`src/hw/rtl/pfcs_pkg.sv`:
```
// ----------------------------------------------------------------------------
// pfcs_pkg: shared types and constants of the PFC egress scheduler
// Holds the queue sizing, the event and status codes, the payload structs of
// both channels and the command and status bundles between control and data.
// ----------------------------------------------------------------------------
package pfcs_pkg;

  // Queue sizing.
  localparam int MAX_QUEUES  = 8;
  localparam int QUEUE_DEPTH = 64;
  localparam int NQ_TOTAL    = MAX_QUEUES + 1;
  localparam int STORE_DEPTH = NQ_TOTAL * QUEUE_DEPTH;

  // Derived widths.
  localparam int QW      = $clog2(NQ_TOTAL);
  localparam int LS_W    = (MAX_QUEUES > 1) ? $clog2(MAX_QUEUES) : 1;
  localparam int RR_W    = LS_W + 1;
  localparam int PTR_W   = (QUEUE_DEPTH > 1) ? $clog2(QUEUE_DEPTH) : 1;
  localparam int CNT_W   = $clog2(QUEUE_DEPTH + 1);
  localparam int ADDR_W  = $clog2(STORE_DEPTH);
  localparam int LEN_W   = 16;
  localparam int QB_W    = $clog2(QUEUE_DEPTH * 65535 + 1);

  // Field widths of the channels.
  localparam int MODE_W   = 3;
  localparam int QIDX_W   = 6;
  localparam int PFC_W    = 2;
  localparam int STATUS_W = 3;
  localparam int SQ_W     = 4;
  localparam int TP_W     = 10;
  localparam int TB_W     = 26;
  localparam int BYTE_W   = 48;

  // Configuration port.
  localparam int CFG_IDX_W  = 1;
  localparam int CFG_DATA_W = 4;
  localparam logic [CFG_IDX_W-1:0] REG_NUM_QUEUES   = 1'd0;
  localparam logic [CFG_IDX_W-1:0] REG_PASS_THROUGH = 1'd1;

  // Event codes.
  localparam logic [MODE_W-1:0] MODE_ENQ_DATA = 3'd0;
  localparam logic [MODE_W-1:0] MODE_ENQ_CTRL = 3'd1;
  localparam logic [MODE_W-1:0] MODE_RX_PFC   = 3'd2;
  localparam logic [MODE_W-1:0] MODE_RX_OTHER = 3'd3;
  localparam logic [MODE_W-1:0] MODE_DEQUEUE  = 3'd4;

  // PFC frame types.
  localparam logic [PFC_W-1:0] PFC_PAUSE  = 2'd0;
  localparam logic [PFC_W-1:0] PFC_RESUME = 2'd1;

  // Status codes.
  localparam logic [STATUS_W-1:0] ST_OK        = 3'd0;
  localparam logic [STATUS_W-1:0] ST_OUT_RANGE = 3'd1;
  localparam logic [STATUS_W-1:0] ST_FULL      = 3'd2;
  localparam logic [STATUS_W-1:0] ST_BAD_PFC   = 3'd3;
  localparam logic [STATUS_W-1:0] ST_EMPTY     = 3'd4;

  typedef struct packed {
    logic [MODE_W-1:0] mode;
    logic [QIDX_W-1:0] queue_index;
    logic [LEN_W-1:0]  packet_length;
    logic [PFC_W-1:0]  pfc_type;
  } in_item_t;

  typedef struct packed {
    logic [STATUS_W-1:0] status;
    logic                grant;
    logic [SQ_W-1:0]     served_queue;
    logic [LEN_W-1:0]    served_length;
    logic                forward_up;
    logic                transmit_kick;
    logic [TP_W-1:0]     queued_packets;
    logic [TB_W-1:0]     queued_bytes;
    logic [BYTE_W-1:0]   rx_byte_total;
    logic [BYTE_W-1:0]   tx_byte_total;
  } out_item_t;

  // Controller states.
  typedef enum logic [1:0] {
    S_IDLE,
    S_EXEC,
    S_POP
  } ctrl_state_t;

  // Commands from the controller to the datapath.
  typedef struct packed {
    logic load;         // capture the accepted input beat
    logic eval;         // decode the item, select a queue, start the store read
    logic commit_exec;  // finish an item that needs no store read
    logic commit_pop;   // finish a dequeue with the read length
  } ctrl_cmd_t;

  // Status from the datapath to the controller.
  typedef struct packed {
    logic pop_needed;   // the item is a dequeue that found a packet
    logic out_free;     // the output register can take a result this cycle
  } dp_status_t;

endpackage

```
`src/hw/rtl/pfcs_ctrl.sv`:
```
// ----------------------------------------------------------------------------
// pfcs_ctrl: sequencer of the PFC egress scheduler
// Takes one input beat at a time, steps it through decode and, for a served
// dequeue, the store read, and finishes it once the output register is free.
// ----------------------------------------------------------------------------
module pfcs_ctrl
  import pfcs_pkg::*;
(
  input  logic       clk,
  input  logic       rst,
  input  logic       in_valid,
  output logic       in_stall,
  input  dp_status_t status,
  output ctrl_cmd_t  cmd
);

  ctrl_state_t state;
  ctrl_state_t state_next;

  // State register.
  always_ff @(posedge clk) begin
    if (rst) begin
      state <= S_IDLE;
    end else begin
      state <= state_next;
    end
  end

  // Next state and commands.
  always_comb begin
    state_next = state;
    cmd        = '0;
    in_stall   = 1'b1;
    unique case (state)
      S_IDLE: begin
        in_stall = 1'b0;
        if (in_valid) begin
          cmd.load   = 1'b1;
          state_next = S_EXEC;
        end
      end
      S_EXEC: begin
        cmd.eval = 1'b1;
        if (status.pop_needed) begin
          state_next = S_POP;
        end else if (status.out_free) begin
          cmd.commit_exec = 1'b1;
          state_next      = S_IDLE;
        end
      end
      S_POP: begin
        if (status.out_free) begin
          cmd.commit_pop = 1'b1;
          state_next     = S_IDLE;
        end
      end
      default: begin
        state_next = S_IDLE;
      end
    endcase
  end

endmodule

```
`config.mk`:
```
export PLATFORM = sky130hd
export DESIGN_NAME = pfcs_ctrl
export DESIGN_NICKNAME = d
export VERILOG_FILES = /design/src/hw/rtl/pfcs_pkg.sv /design/src/hw/rtl/pfcs_ctrl.sv
export SDC_FILE = /design/constraint.sdc
export NUM_CORES = 1
export LEC_CHECK = 0
export BUFFER_PORTS_ARGS = -buffer_cell sky130_fd_sc_hd__buf_2
export CAP_MARGIN = 25
export CELL_PAD_IN_SITES_DETAIL_PLACEMENT = 0
export CELL_PAD_IN_SITES_GLOBAL_PLACEMENT = 1
export CORE_AREA = 5 5 42 44
export CTS_CLUSTER_SIZE = 16
export DETAILED_ROUTE_END_ITERATION = 12
export DIE_AREA = 0 0 47 49
export PLACE_DENSITY = 0.32
export SLEW_MARGIN = 30
export SYNTH_ARGS = -nofsm -noshare
export SYNTH_HDL_FRONTEND = slang
export SYNTH_SLANG_ARGS = --single-unit
```
`constraint.sdc`:
```
create_clock -name clk -period 1.4 [get_ports clk]
set_input_delay 0.35 -clock clk [delete_from_list [all_inputs] [get_ports clk]]
set_output_delay 0.35 -clock clk [all_outputs]
set_load 0.05 [all_outputs]
```
==> reports/results.tsv <==
metric	value	unit
antennaDiodeCount	0	
synthDominantCellAreaShare	32.0	%
core_area	0.00140	mm²
syn_nets	20	
drt_iter0_drc	0	
startpoint_type	flip-flop	
worst_slew_pin_slew	249	ps
gp_congestion	0.563	
reg_top3	state: 2 flops	
h-tree-depth	1	
p_total	0.287	mW
dp_hpwl	318	µm
die_w	47	µm
final_nets	38	
grt_use_total	4.15	%
grt_overflow	0	
antenna_found_initial	0	
met1_usage	4.38	%
rsz0062_at_grt	yes	
drive_gt1_share	74.2	%
grt_pass1_vias	177	
avgRoutedWirePerCell	8.94	µm
postCtsHoldBufs	0	
violations	setup timing	
floorplan.rows	14	
seq_area_frac_synth	32.0	%
tritoncts	yes	
critPathCaptureType	output pin	
synthCells	15	
clk_latency	220	ps
instances_no_fill	47	
num_vias	162	
synth_cell_types	12	
synth.area.top_cells	dfxtp_1 32%, or3b_1 14%, a211oi_2 10%	
hold_slack	295	ps
cts_buffers	3	
critPathMaxFanout	4	
die-area	0.00230	mm²
clk_path_buf_depth	2	
max_slew_margin	83.5	%
fmax	691	MHz
path_clk_slew	30	ps
busiest_layer	met2	
cts.sinks	2	
min_period	1450	ps
hold_class	input pin to flip-flop	
largest_register_ffs	2	
cp.required	1050	ps
crit_arrival	1100	ps
syn_area	125	µm²
drc	0	
cap_violations	0	
hold_viol	0	
top_register	state	
grtUsageMet2	4.98	%
status	complete, but fails checks	
drv_slew	0	
setup_ws	-47.2	ps
antenna_left	0	
post-synth-top-area-cell	dfxtp_1	
root_buffer	clkbuf_4	
die_h	49	µm
grt_start_max_net_pins	5	
syn_area_per_cell	8.34	µm²
p_per_area	943	mW/mm²
ys_seq_elements	2	
p_leak	0.141	nW
grtUsageMet3	2.95	%
ios	10	
avgViaCountPerCell	3.45	
finalWirelength	420	µm
crit_type	flip-flop to output pin	
io_buffer_count	9	
start_util	8.93	%
setup_viol	2	
ir_drop	342	µV
min_period_over_period	103	%
grt_pass1_wl	648	µm
dpl.cell_count	42	
pre_cts_ws	36.3	ps
n_fill_cell	168	
ys_warn_count	0	
drt_first_pass_iters	1	
fin_skew	2.49	ps
syn_to_final_growth	143	%
[worst max-delay path, cell delays in order (launching register included)]
cell and delay, ps:
dfxtp_2 320, buf_12 120, nor2b_4 90, and3b_2 190, buf_8 140
[path summary, 6_finish.rpt]
| path | start | to | slack [ps] | depth (start not counted) |
|---|---|---|---|---|
| worst max-delay path | state[1] | cmd[1] | -50 | 4 |
| worst min-delay path | rst | state[0] | 300 | 2 |
| worst max register to register | state[0] | state[0] | 300 | 3 |
| worst min register to register | state[1] | state[0] | 620 | 3 |
[logic make-up (layout without fill, tap and decap cells)]
group / count (synthesis) / after routing / synth area share (%)
buf+inv: 1 / 17 / 3.00
flops: 2 / 2 / 32.0
compound gates: 2 / 2 / 14.0
simple gates: 10 / 10 / 51.0
[where the power goes]
part | total [mW] | switching [mW] | internal (mW)
Combinational | 0.0945 | 0.0527 | 0.0419
Clock | 0.128 | 0.0334 | 0.0946
Sequential | 0.0641 | 0.00343 | 0.0606
Total | 0.287 | 0.0895 | 0.197
[final cells by class]
cell class,count,area (µm²),share of cell area [%]
Multi-Input combinational cell,12,100,32.9
Clock buffer,3,22.5,7.41
Tap cell,16,20.0,6.58
Inverter,1,3.75,1.23
Timing Repair Buffer,13,113,37.0
Sequential cell,2,45.0,14.8
[Yosys cell counts]
| cell type | count |
|---|---|
| or2_1 | 1 |
| dfxtp_1 | 2 |
| nand3b_1 | 1 |
| nor2b_1 | 1 |
| or3b_1 | 2 |
| inv_1 | 1 |
| nand2b_1 | 1 |
| a211oi_2 | 1 |
| and3b_1 | 1 |
| nor2_1 | 2 |
| a21oi_1 | 1 |
| nand2_1 | 1 |
[layout by cell type (no fill, tap or decap), drive strengths merged]
| cell type | count |
|---|---|
| or3b | 2 |
| nand2 | 1 |
| inv | 1 |
| dfxtp | 2 |
| nand2b | 1 |
| clkbuf | 3 |
| nand3b | 1 |
| buf | 13 |
| nor2b | 1 |
| a211oi | 1 |
| a21oi | 1 |
| and3b | 1 |
| nor2 | 2 |
| or2 | 1 |
[through the flow]
| stage | utilization (%) | instance area (µm²) | setup TNS (ps) |
|---|---|---|---|
| 4_1_cts | 21.3 | 298 | -101 |
| 3_5_place_dp | 16.7 | 234 | 0 |
| 5_1_grt | 21.7 | 304 | -148 |
| 2_1_floorplan | - | 141 | -204 |
| 6_report | 21.7 | 304 | -55.4 |
| 3_3_place_gp | 16.7 | 234 | 0 |
[routing by layer]
layer	wire, µm	up-vias
met5	0	-
met4	0	0
met3	49	0
met2	199	6
met1	171	72
li1	-	84
[what timing repair did]
item | CTS | global route
gates cloned | 0 | 0
setup buffers | 2 | 0
pin swaps | 1 | 1
endpoints found under the setup margin | 5 | 3
resized for setup | 10 | 2
Power figures use the tool's default switching activity.
